<file path="config.mk">
export PLATFORM = sky130hd
export DESIGN_NAME = raw_pulse_text_parser
export DESIGN_NICKNAME = d
export VERILOG_FILES = /design/src/rtl/rpt_pkg.sv /design/src/rtl/raw_pulse_text_parser.sv /design/src/rtl/rpt_in_stage.sv /design/src/rtl/rpt_core.sv /design/src/rtl/rpt_out_stage.sv
export SDC_FILE = /design/constraint.sdc
export NUM_CORES = 1
export LEC_CHECK = 0
export ABC_CLOCK_PERIOD_IN_PS = 5600
export BUFFER_PORTS_ARGS = -buffer_cell sky130_fd_sc_hd__buf_2
export CELL_PAD_IN_SITES_DETAIL_PLACEMENT = 1
export CELL_PAD_IN_SITES_GLOBAL_PLACEMENT = 2
export CORE_MARGIN = 2
export CORE_UTILIZATION = 42
export DETAILED_ROUTE_END_ITERATION = 8
export GPL_ROUTABILITY_DRIVEN = 1
export PLACE_DENSITY_LB_ADDON = 0.05
export REMOVE_ABC_BUFFERS = 1
export SYNTH_ARGS = -nofsm -noshare
export SYNTH_HDL_FRONTEND = slang
export SYNTH_SLANG_ARGS = --single-unit
</file>
<file path="constraint.sdc">
create_clock -name clk -period 5.6 [get_ports clk]
set_input_delay 0 -clock clk [delete_from_list [all_inputs] [get_ports clk]]
set_output_delay 0 -clock clk [all_outputs]
set_load 0.05 [all_outputs]
</file>
<file path="src/rtl/rpt_pkg.sv">
// Shared constants, types and helper functions for the raw pulse text parser.
`timescale 1ns / 1ps

package rpt_pkg;

    localparam int DURATION_BITS = 31;
    localparam int ACC_BITS      = DURATION_BITS + 4;
    localparam int KEY_BITS      = 4;

    localparam logic [KEY_BITS-1:0] KEY_LENGTH = 4'd9;

    localparam logic [7:0] CHAR_LF    = 8'h0A;
    localparam logic [7:0] CHAR_CR    = 8'h0D;
    localparam logic [7:0] CHAR_TAB   = 8'h09;
    localparam logic [7:0] CHAR_SPACE = 8'h20;
    localparam logic [7:0] CHAR_COMMA = 8'h2C;
    localparam logic [7:0] CHAR_MINUS = 8'h2D;
    localparam logic [7:0] CHAR_PLUS  = 8'h2B;
    localparam logic [7:0] CHAR_ZERO  = 8'h30;
    localparam logic [7:0] CHAR_NINE  = 8'h39;
    localparam logic [7:0] CHAR_R     = 8'h52;

    typedef struct packed {
        logic [7:0] text_byte;
        logic       end_of_stream;
    } item_t;

    typedef struct packed {
        logic                     has_pulse;
        logic                     pulse_level;
        logic [DURATION_BITS-1:0] pulse_duration;
        logic                     finished;
    } result_t;

    // Characters of the data line key by position.
    function automatic logic [7:0] key_char(input logic [KEY_BITS-1:0] idx);
        logic [7:0] ch;
        unique case (idx)
            4'd0:    ch = 8'h52;
            4'd1:    ch = 8'h41;
            4'd2:    ch = 8'h57;
            4'd3:    ch = 8'h5F;
            4'd4:    ch = 8'h44;
            4'd5:    ch = 8'h61;
            4'd6:    ch = 8'h74;
            4'd7:    ch = 8'h61;
            4'd8:    ch = 8'h3A;
            default: ch = 8'h52;
        endcase
        return ch;
    endfunction

endpackage

</file>
<file path="src/rtl/raw_pulse_text_parser.sv">
// Top level of the raw pulse text parser: input register, parser core, result register.
`timescale 1ns / 1ps

// The parser takes one text byte per word and sustains one word per clock cycle while
// no result is stalled at the output. A word passes an input register, is parsed
// combinationally against the held line state, and any result lands in a result register,
// from which it is offered to the sink and held until out_ready takes it. A result stalled
// at the output holds the parser but the input register still takes one more word.
// Lines open after the data line key; each signed decimal number on them gives one word
// with its level and saturated magnitude, and an end-of-stream word always gives one
// word marked finished.
module raw_pulse_text_parser
    import rpt_pkg::*;
(
    input  logic                     clk,
    input  logic                     rst_n,
    input  logic                     in_valid,
    output logic                     in_ready,
    input  logic [7:0]               text_byte,
    input  logic                     end_of_stream,
    output logic                     out_valid,
    input  logic                     out_ready,
    output logic                     has_pulse,
    output logic                     pulse_level,
    output logic [DURATION_BITS-1:0] pulse_duration,
    output logic                     finished
);

    logic    item_valid;
    item_t   item;
    logic    advance;
    logic    emit;
    result_t res;

    rpt_in_stage u_in_stage
    (
        .clk           (clk),
        .rst_n         (rst_n),
        .in_valid      (in_valid),
        .in_ready      (in_ready),
        .text_byte     (text_byte),
        .end_of_stream (end_of_stream),
        .advance       (advance),
        .item_valid    (item_valid),
        .item          (item)
    );

    rpt_core u_core
    (
        .clk     (clk),
        .rst_n   (rst_n),
        .process (item_valid && advance),
        .item    (item),
        .emit    (emit),
        .res     (res)
    );

    rpt_out_stage u_out_stage
    (
        .clk            (clk),
        .rst_n          (rst_n),
        .item_valid     (item_valid),
        .emit           (emit),
        .res            (res),
        .advance        (advance),
        .out_valid      (out_valid),
        .out_ready      (out_ready),
        .has_pulse      (has_pulse),
        .pulse_level    (pulse_level),
        .pulse_duration (pulse_duration),
        .finished       (finished)
    );

endmodule

</file>
<file path="src/rtl/rpt_in_stage.sv">
// Input register that holds one accepted text word until the parser takes it.
`timescale 1ns / 1ps

module rpt_in_stage
    import rpt_pkg::*;
(
    input  logic       clk,
    input  logic       rst_n,
    input  logic       in_valid,
    output logic       in_ready,
    input  logic [7:0] text_byte,
    input  logic       end_of_stream,
    input  logic       advance,
    output logic       item_valid,
    output item_t      item
);

    logic  valid_reg;
    logic  valid_next;
    item_t item_reg;
    logic  load;

    assign in_ready   = !valid_reg || advance;
    assign load       = in_valid && in_ready;
    assign item_valid = valid_reg;
    assign item       = item_reg;

    always_comb
    begin
        if (load)
        begin
            valid_next = 1'b1;
        end
        else if (advance)
        begin
            valid_next = 1'b0;
        end
        else
        begin
            valid_next = valid_reg;
        end
    end

    always_ff @(posedge clk or negedge rst_n)
    begin
        if (!rst_n)
        begin
            valid_reg <= 1'b0;
        end
        else
        begin
            valid_reg <= valid_next;
        end
    end

    always_ff @(posedge clk)
    begin
        if (load)
        begin
            item_reg.text_byte     <= text_byte;
            item_reg.end_of_stream <= end_of_stream;
        end
    end

endmodule

</file>
<file path="src/rtl/rpt_core.sv">
// Parser state and the per-word key match, number scan and pulse decision.
`timescale 1ns / 1ps

module rpt_core
    import rpt_pkg::*;
(
    input  logic    clk,
    input  logic    rst_n,
    input  logic    process,
    input  item_t   item,
    output logic    emit,
    output result_t res
);

    localparam logic [ACC_BITS-1:0] MAX_MAG = {{(ACC_BITS-DURATION_BITS){1'b0}},
                                               {DURATION_BITS{1'b1}}};

    logic [KEY_BITS-1:0]      key_count_reg;
    logic [KEY_BITS-1:0]      key_count_next;
    logic                     inside_reg;
    logic                     inside_next;
    logic                     minus_reg;
    logic                     minus_next;
    logic                     sign_seen_reg;
    logic                     sign_seen_next;
    logic                     digits_seen_reg;
    logic                     digits_seen_next;
    logic [DURATION_BITS-1:0] acc_reg;
    logic [DURATION_BITS-1:0] acc_next;

    logic [7:0]               ch;
    logic [KEY_BITS-1:0]      key_idx;
    logic [KEY_BITS-1:0]      key_idx_inc;
    logic                     is_digit;
    logic                     is_sep;
    logic                     is_sign;
    logic                     no_number;
    logic [ACC_BITS-1:0]      acc_wide;
    logic [ACC_BITS-1:0]      product;
    logic [DURATION_BITS-1:0] acc_step;
    result_t                  pulse_res;

    assign ch          = item.text_byte;
    assign key_idx     = (key_count_reg < KEY_LENGTH) ? key_count_reg : '0;
    assign key_idx_inc = key_idx + 1'b1;
    assign is_digit    = (ch >= CHAR_ZERO) && (ch <= CHAR_NINE);
    assign is_sep      = (ch == CHAR_SPACE) || (ch == CHAR_TAB) || (ch == CHAR_COMMA);
    assign is_sign     = (ch == CHAR_MINUS) || (ch == CHAR_PLUS);
    assign no_number   = !sign_seen_reg && !digits_seen_reg;

    // The accumulator grows by times ten plus the digit and saturates at full scale.
    assign acc_wide = {{(ACC_BITS-DURATION_BITS){1'b0}}, acc_reg};
    assign product  = (acc_wide << 3) + (acc_wide << 1)
                    + {{(ACC_BITS-4){1'b0}}, ch[3:0]};
    assign acc_step = (product > MAX_MAG) ? MAX_MAG[DURATION_BITS-1:0]
                                          : product[DURATION_BITS-1:0];

    // A minus zero still counts as a high level.
    always_comb
    begin
        pulse_res.has_pulse      = 1'b1;
        pulse_res.pulse_level    = !minus_reg || (acc_reg == '0);
        pulse_res.pulse_duration = acc_reg;
        pulse_res.finished       = 1'b0;
    end

    always_comb
    begin
        key_count_next   = key_count_reg;
        inside_next      = inside_reg;
        minus_next       = minus_reg;
        sign_seen_next   = sign_seen_reg;
        digits_seen_next = digits_seen_reg;
        acc_next         = acc_reg;
        emit             = 1'b0;
        res              = '0;
        if (process)
        begin
            priority if (item.end_of_stream)
            begin
                emit = 1'b1;
                if (inside_reg && digits_seen_reg)
                begin
                    res = pulse_res;
                end
                res.finished     = 1'b1;
                key_count_next   = '0;
                inside_next      = 1'b0;
                minus_next       = 1'b0;
                sign_seen_next   = 1'b0;
                digits_seen_next = 1'b0;
                acc_next         = '0;
            end
            else if (!inside_reg)
            begin
                if (ch == key_char(key_idx))
                begin
                    if (key_idx_inc >= KEY_LENGTH)
                    begin
                        inside_next      = 1'b1;
                        key_count_next   = '0;
                        minus_next       = 1'b0;
                        sign_seen_next   = 1'b0;
                        digits_seen_next = 1'b0;
                        acc_next         = '0;
                    end
                    else
                    begin
                        key_count_next = key_idx_inc;
                    end
                end
                else
                begin
                    key_count_next = (ch == CHAR_R) ? KEY_BITS'(1) : '0;
                end
            end
            else if (ch == CHAR_CR)
            begin
                key_count_next = key_count_reg;
            end
            else if (ch == CHAR_LF)
            begin
                inside_next    = 1'b0;
                key_count_next = '0;
                if (digits_seen_reg)
                begin
                    emit = 1'b1;
                    res  = pulse_res;
                end
                minus_next       = 1'b0;
                sign_seen_next   = 1'b0;
                digits_seen_next = 1'b0;
                acc_next         = '0;
            end
            else if (no_number && is_sep)
            begin
                key_count_next = key_count_reg;
            end
            else if (no_number && is_sign)
            begin
                minus_next     = (ch == CHAR_MINUS);
                sign_seen_next = 1'b1;
            end
            else if (is_digit)
            begin
                acc_next         = acc_step;
                digits_seen_next = 1'b1;
            end
            else if (digits_seen_reg)
            begin
                emit             = 1'b1;
                res              = pulse_res;
                minus_next       = 1'b0;
                sign_seen_next   = 1'b0;
                digits_seen_next = 1'b0;
                acc_next         = '0;
            end
            else
            begin
                minus_next     = 1'b0;
                sign_seen_next = 1'b0;
            end
        end
    end

    always_ff @(posedge clk or negedge rst_n)
    begin
        if (!rst_n)
        begin
            key_count_reg   <= '0;
            inside_reg      <= 1'b0;
            minus_reg       <= 1'b0;
            sign_seen_reg   <= 1'b0;
            digits_seen_reg <= 1'b0;
            acc_reg         <= '0;
        end
        else
        begin
            key_count_reg   <= key_count_next;
            inside_reg      <= inside_next;
            minus_reg       <= minus_next;
            sign_seen_reg   <= sign_seen_next;
            digits_seen_reg <= digits_seen_next;
            acc_reg         <= acc_next;
        end
    end

    // The key count rests at zero for the whole time a data line is open.
    a_key_idle_in_line: assert property (@(posedge clk) disable iff (!rst_n)
        inside_reg |-> key_count_reg == '0)
        else $error("key count moved inside a data line");

    a_minus_needs_sign: assert property (@(posedge clk) disable iff (!rst_n)
        minus_reg |-> sign_seen_reg)
        else $error("minus flag set without a sign");

    a_acc_needs_digits: assert property (@(posedge clk) disable iff (!rst_n)
        !digits_seen_reg |-> acc_reg == '0)
        else $error("magnitude pending without digits");

    a_finish_clears: assert property (@(posedge clk) disable iff (!rst_n)
        (emit && res.finished) |=> (!inside_reg && !digits_seen_reg
                                    && key_count_reg == '0))
        else $error("state not cleared after end of stream");

endmodule

</file>
<file path="src/rtl/rpt_out_stage.sv">
// Result register that holds one finished result word until the sink takes it.
`timescale 1ns / 1ps

module rpt_out_stage
    import rpt_pkg::*;
(
    input  logic                     clk,
    input  logic                     rst_n,
    input  logic                     item_valid,
    input  logic                     emit,
    input  result_t                  res,
    output logic                     advance,
    output logic                     out_valid,
    input  logic                     out_ready,
    output logic                     has_pulse,
    output logic                     pulse_level,
    output logic [DURATION_BITS-1:0] pulse_duration,
    output logic                     finished
);

    logic    valid_reg;
    logic    valid_next;
    result_t res_reg;
    logic    load;

    assign advance = !valid_reg || out_ready;
    assign load    = item_valid && advance && emit;

    assign out_valid      = valid_reg;
    assign has_pulse      = res_reg.has_pulse;
    assign pulse_level    = res_reg.pulse_level;
    assign pulse_duration = res_reg.pulse_duration;
    assign finished       = res_reg.finished;

    always_comb
    begin
        if (load)
        begin
            valid_next = 1'b1;
        end
        else if (out_ready)
        begin
            valid_next = 1'b0;
        end
        else
        begin
            valid_next = valid_reg;
        end
    end

    always_ff @(posedge clk or negedge rst_n)
    begin
        if (!rst_n)
        begin
            valid_reg <= 1'b0;
        end
        else
        begin
            valid_reg <= valid_next;
        end
    end

    always_ff @(posedge clk)
    begin
        if (load)
        begin
            res_reg <= res;
        end
    end

endmodule
</file>
== Word level (Yosys, flattened, before mapping) ==
Memories as Yosys holds them, arrays and structs flattened.
Cells that the tools add are included.

* Add/subtract/negate cells: 3
* Order comparisons: 5
* Eq/ne operators: 15
* Muxes and demuxes: 72
* Reductions and logical operators: 28

{| class="wikitable"
|+ Operators by type and width
! kind !! number
|-
| 2-to-1 mux 31 bit || 11
|-
| 2-to-1 mux 34 bit || 9
|-
| 2-to-1 mux 1 bit || 42
|-
| adder 34 x 32 -> 35 bit || 1
|-
| adder 35 x 4 -> 35 bit || 1
|-
| greater-than comparator 35 x 31 -> 1 bit, second input constant || 1
|-
| == test 8 x 6 -> 1 bit, second input constant || 4
|-
| logical NOT 31 bit || 1
|-
| 2-to-1 mux 4 bit || 7
|-
| == test 8 x 4 -> 1 bit, second input constant || 3
|-
| 2-to-1 mux 8 bit || 3
|-
| AND reduction 6 bit || 2
|-
| inequality test 5 bit, second input constant || 2
|-
| == test 8 x 7 -> 1 bit, second input constant || 1
|-
| == test 8 bit || 1
|-
| >= comparator 8 x 6 -> 1 bit, second input constant || 1
|-
| <= comparator 8 x 6 -> 1 bit, second input constant || 1
|-
| logical AND 1 bit || 8
|-
| inequality test 4 bit, second input constant || 2
|-
| AND reduction 7 bit || 1
|-
| logical OR 1 bit || 6
|-
| inequality test 3 bit, second input constant || 2
|-
| nonzero test 3 bit || 2
|-
| logical NOT 1 bit || 5
|-
| 5 further kinds || 6
|}

* Flip-flop bits (word level): 84
* Bits in read-only memories: 112
* Bits of input ports: 13
* Output and inout bits: 36
* Memories kept: 1

{| class="wikitable"
|+ Memories
! memory !! depth !! bits a word !! read ports !! clocked after memory_dff !! write ports !! line !! RTL
|-
| (no name shown) || 16 || 7 || 1 || 0 || 0 || rpt_pkg.sv:38 || <nowiki>unique case (idx)</nowiki>
|}

== Logic depth before layout (Yosys ltp) ==
* Word-level depth: 12
* Depth in mapped cells: 14
* Depth with buffers taken out: 12

== By module ==
From an unflattened synthesis, not the netlist that was laid out.

* Cell total of the unflattened synthesis: 572
* Area total of the unflattened synthesis: 5,840.6 um^2

{| class="wikitable"
|+ Modules (own cells, without submodules)
! module !! times used !! cells each !! area each (um^2) !! sequential area each (um^2)
|-
| rpt_core || 1 || 519 || 4,429.2 || 975.9
|-
| rpt_out_stage || 1 || 39 || 1,081.0 || 1,046.0
|-
| rpt_in_stage || 1 || 13 || 324.1 || 295.3
|-
| raw_pulse_text_parser || 1 || 1 || 6.3 || 0.0
|}

== Least setup slack after synthesis ==
Ideal clock, no wire load.

* Path kind: flip-flop to flip-flop
* Start point: register u_in_stage.item_reg (netlist bit u_in_stage.item[4])
* End point: register u_core.acc_reg[14]
* Setup time: 150 ps
* Data arrival time: 3,441 ps
* Data required time: 5,450 ps
* Slack: 2,009 ps
* Cell stages (with the launch flop): 15
* Path buffers: 2
* Clock period less this slack: 3,591 ps
* Cell sequence: edfxtp_1 -> clkbuf_1 -> inv_1 -> fa_1 -> inv_1 -> ha_1 -> a211o_1 -> a211oi_2 -> or2_2 -> o31a_1 -> a21oi_1 -> or3_1 -> a211oi_2 -> buf_2 -> a41oi_1

* Cells in the longest elaborated chain, start to end: 10
* Elaborated cells on any way between the ends: 32
* Classes of those cells: 1 x add/sub; 3 x order compare; 12 x eq/ne; 8 x mux; 8 x reduce/logical

{| class="wikitable"
|+ Ends and longest elaborated chain
! item !! line !! RTL
|-
| from (decl) || rpt_in_stage.sv:20 || <nowiki>item_t item_reg;</nowiki>
|-
| adder 35 x 4 -> 35 bit || rpt_core.sv:54 || <nowiki>+ {{(ACC_BITS-4){1'b0}}, ch[3:0]};</nowiki>
|-
| greater-than comparator 35 x 31 -> 1 bit || rpt_core.sv:55 || <nowiki>assign acc_step = (product > MAX_MAG) ? MAX_MAG[DURATION_BITS-1:0]</nowiki>
|-
| 2-to-1 mux 31 bit || rpt_core.sv:55 ||
|-
| 2-to-1 mux 31 bit || rpt_core.sv:144 || <nowiki>else if (is_digit)</nowiki>
|-
| 2-to-1 mux 31 bit || rpt_core.sv:139 || <nowiki>else if (no_number && is_sign)</nowiki>
|-
| 2-to-1 mux 31 bit || rpt_core.sv:135 || <nowiki>else if (no_number && is_sep)</nowiki>
|-
| 2-to-1 mux 31 bit || rpt_core.sv:121 || <nowiki>else if (ch == CHAR_LF)</nowiki>
|-
| 2-to-1 mux 31 bit || rpt_core.sv:117 || <nowiki>else if (ch == CHAR_CR)</nowiki>
|-
| 2-to-1 mux 31 bit || rpt_core.sv:94 || <nowiki>else if (!inside_reg)</nowiki>
|-
| 2-to-1 mux 31 bit || rpt_core.sv:79 || <nowiki>priority if (item.end_of_stream)</nowiki>
|-
| to (signal assigned) || rpt_core.sv:184 || <nowiki>acc_reg <= acc_next;</nowiki>
|-
| to (decl) || rpt_core.sv:28 || <nowiki>logic [DURATION_BITS-1:0] acc_reg;</nowiki>
|}

Parallel ways exist; a longest one is shown, timed or not. The select of a mux whose other input is x is not followed.
A chain may end at the register's enable or synchronous reset.

== Final worst setup path ==
Same ends and word-level chain as after synthesis.

==> results by group <==
Yosys
  – Netlist Area Pre-Place: roughly 6300 µm²
  – Most common cell in the netlist: sky130_fd_sc_hd__a21oi_1
  – Share of synthesized area occupied by flip-flops and latches: 36.8%
  – Cell taking the most area after synthesis: sky130_fd_sc_hd__edfxtp_1
  – Yosys Warn Count: 0
  – Netlist cell types: 74
  – Share of flip-flops with an asynchronous set or reset: around half
  – Synthesized flop and latch total: 84
  – Main synth FF type: sky130_fd_sc_hd__edfxtp_1
  – Most instantiated cells after synthesis: 80 x sky130_fd_sc_hd__a21oi_1, 67 x sky130_fd_sc_hd__ha_1, 43 x sky130_fd_sc_hd__edfxtp_1
  – Top post-synthesis cells by area: sky130_fd_sc_hd__edfxtp_1 20%, sky130_fd_sc_hd__dfrtp_1 16%, sky130_fd_sc_hd__ha_1 13%
  – EDFF count, synth: 43
  – Cells after Synth: ~660
  – Synth top area share: between 20% and 30%
  – Mean Syn Cell Area: ~9.5 µm²

Die
  – Count of boundary I/O pins: 49
  – Die X: around 130 µm
  – Cell Rows: 44
  – Chip height: about 130 µm
  – Floorplan die area: between 15,000 and 20,000 µm²
  – Initial cell density of the core: 43.2%
  – Core outline area: around 15,000 µm²

Layout
  – Total number of nets in the final design: roughly 790
  – Proportion of layout cells with a drive suffix above 1: 12.7%
  – Synth-to-Final Area Change: 12.3%
  – Count of inserted antenna diode cells: 0

Global routing
  – Antenna violations before repair: 0
  – Vias in the first global route: roughly 5,500
  – Remaining global-route overflow: 0
  – Maximum number of pins on one net before global-route repair: 42
  – Gr usage total: around a quarter
  – First-pass GRT wire length: ~30 mm

Placed design
  – Gp weighted congestion: 0.855
  – Detail Placement HPWL: approximately 13 mm
  – Pre-CTS setup slack: 1360 ps
  – Port Buffer Count: 48

Setup path
  – Reg-to-reg startpoint: u_in_stage.item[4]
  – Count of cells along the worst register-to-register path: 11
  – Delay of the slowest cell on the worst path: around 830 ps
  – Top fanout value on the critical path: 31
  – Critical path required time: between 5000 and 6000 ps
  – CP top delay family: compound AO/OA/AOI/OAI gates
  – Standard cell with the maximum stage delay on the critical path: sky130_fd_sc_hd__a21oi_4
  – Cell with the most instances on the worst path: sky130_fd_sc_hd__fa_1
  – Buffer and inverter count on the worst path: 1
  – Worst Setup Start Kind: register
  – Setup slack on the worst flop-to-flop path: between 1000 and 1500 ps
  – Critical path start-end classification: register to register
  – Arrival @ worst endpoint: ~4500 ps
  – Endpoint class of the critical path: register
  – Critical register-to-register path endpoint: u_core.acc_reg[14]
  – Ordered cell list for the critical path: inv_1, fa_1, fa_1, nand2b_1, a21oi_1, o311ai_2, o211ai_1, a221oi_2, o21ai_0, a21oi_4, a41oi_1

Worst hold path
  – Endpoint with the worst hold slack: u_out_stage.out_valid
  – Worst hold path type: input port to register
  – Startpoint of the tightest hold check path: out_ready
  – Hold-critical path depth: 3

Clock tree
  – CTS buffer count: 9
  – Number of H-tree levels: 3
  – Maximum clock insertion buffer count: 2
  – Clock insertion delay at the later pin of the skew report: roughly 370 ps
  – CTS tree: done
  – Total clock sinks: 84
  – Clk root buf: sky130_fd_sc_hd__clkbuf_16
  – Post CTS Setup Buffer Count: 0
  – Clock input transition at the sequential cells of the worst setup and hold paths: 70 ps

STA
  – Portion of the clock cycle consumed by the worst path in the final layout: about three quarters
  – Least-Margin Pin Slew: about 1100 ps
  – Number of slew-limit violations in the final report: 0
  – Highest clock rate: ~230 MHz
  – Setup_tns: 0 ps
  – Total count of hold-check failures in the final report: 0
  – Maximum clock skew at final layout: approximately 19 ps
  – Unrepaired setup endpoints after global routing: false
  – Final min period: between 4000 and 5000 ps
  – Final setup violation count: 0
  – Post-layout worst setup margin: approximately 1300 ps
  – Post-route worst hold slack: roughly 24 ps
  – Relative slew slack: ~29%

Route
  – Drt drc: 0
  – Number of iterations in the first detailed-routing pass: 4
  – Wire length after detailed routing: 18.1 mm
  – Initial DRC count: roughly 290
  – Average via count per standard cell: around 6.0
  – Average routed wire per standard cell: 20.3 µm
  – Total via count in the routed design: ~5,300
  – Post-DRT Antenna Nets: 0

Power
  – Net switching power: 379 µW
  – Maximum VDD drop: 0.157 mV
  – Power Dens Cells: just under 200 nW/µm²
  – Part of the power in the clock network: about 42%
  – Total internal power: about 1000 µW
  – Power share of the sequential group: about half
  – Overall power consumption: between 1 and 1.5 mW
  – Switch share: 27.5%
  – Part of the total power dissipated in combinational logic: under 10%
  – Leakage: between 3 and 4 nW

Job
  – Max-cap violations: 0

Status
  – Run status: finished clean
layout by cell type, fill, tap and decap left out, types with 4 or more instances in the layout:
cell type                       instances
sky130_fd_sc_hd__o21a_1                 5
sky130_fd_sc_hd__clkbuf_16              9
sky130_fd_sc_hd__xnor2_1               19
sky130_fd_sc_hd__and3_1                 4
sky130_fd_sc_hd__edfxtp_1              43
sky130_fd_sc_hd__nor2b_1                4
sky130_fd_sc_hd__nor3_1                16
sky130_fd_sc_hd__or2_2                  4
sky130_fd_sc_hd__dlygate4sd3_1         12
sky130_fd_sc_hd__o211a_1                4
sky130_fd_sc_hd__nand2_1               40
sky130_fd_sc_hd__nand4_1                6
sky130_fd_sc_hd__a21oi_1               79
sky130_fd_sc_hd__buf_4                  4
sky130_fd_sc_hd__nor4_1                 8
sky130_fd_sc_hd__o211ai_1               7
sky130_fd_sc_hd__dfrtp_1               41
sky130_fd_sc_hd__a22oi_1                4
sky130_fd_sc_hd__nand2b_1              14
sky130_fd_sc_hd__a41oi_1                4
sky130_fd_sc_hd__ha_1                  67
sky130_fd_sc_hd__or3_1                  5
sky130_fd_sc_hd__xor2_1                 7
sky130_fd_sc_hd__inv_1                 22
sky130_fd_sc_hd__buf_2                 48
sky130_fd_sc_hd__and2_1                36
sky130_fd_sc_hd__a21o_1                22
sky130_fd_sc_hd__o21ai_0               26
sky130_fd_sc_hd__a31oi_1               36
sky130_fd_sc_hd__nor2_1                28
sky130_fd_sc_hd__nand3_1                8
power groups by stage:
stage | Sequential [mW] | Combinational, mW | Clock (mW)
floorplan | 0.725 | 0.0365 | 0
global route | 0.682 | 0.124 | 0.615
CTS | 0.679 | 0.117 | 0.597
global placement | 0.691 | 0.107 | 0
detailed placement | 0.692 | 0.110 | 0
finish | 0.679 | 0.116 | 0.583
worst register-to-register path, delay by kind of cell (launching register included):
kind / cells / cell delay (ps)
buffers and inverters: 1 / 110
and+or+nand+nor: 1 / 140
AOI/OAI and AO/OA: 7 / 2480
DFF: 1 / 510
adders and majority gates: 2 / 840
worst max path at each step:
stage / start / endpoint / depth (start not counted)
finish: u_in_stage.item[4] / u_core.acc_reg[14] / 11
global route: u_in_stage.item[4] / u_core.acc_reg[22] / 11
CTS: u_in_stage.item[4] / u_core.acc_reg[14] / 11
detailed placement: u_in_stage.item[4] / u_core.acc_reg[14] / 11
global placement: u_in_stage.item[4] / u_core.acc_reg[14] / 11
floorplan: u_in_stage.item[4] / u_core.acc_reg[14] / 12
layout make-up:
class	instances	area (µm²)
inverters	23	86.3
fillers	1654	7510
repair buffers	64	390
clock inverters	7	50.0
well taps	184	230
multi-input cells	522	3780
clock buffers	9	225
flip-flops and latches	84	2320
stage by stage:
stage | utilization (%) | instance area (µm²) | cells
after detailed placement | 45.8 | 6680 | 865
after global routing | 48.5 | 7080 | 893
after floorplan | - | 6150 | 629
final | 48.5 | 7080 | 893
after global placement | 45.8 | 6680 | 865
after CTS | 48.5 | 7080 | 893
repair_timing:
item / in CTS / in global routing
hold buffers: 12 / 0
gates resized for setup: 0 / 0
hold endpoints to repair: 51 / 0
endpoints found under the setup margin: 0 / 0
metal layers:
metal	vias up	track usage (%)	share of wire, %
li1	2595	-	-
met3	14	3.46	2.4
met1	2654	33.9	51
met4	0	6.01	1.2
met5	-	0	0
met2	62	37.1	46
cell families (layout without fill, tap and decap cells):
kind of cell	Yosys count	count (layout)	share of synthesized area (%)
buffers and inverters	56	103	3.69
and+or+nand+nor	189	189	16.4
xor gates and xnor gates	26	26	3.61
AOI/OAI and AO/OA	234	234	25.0
adders and majority gates	69	69	13.9
DFF	84	84	36.8
muxes	4	4	0.655
(Power assumes the default switching activity.)
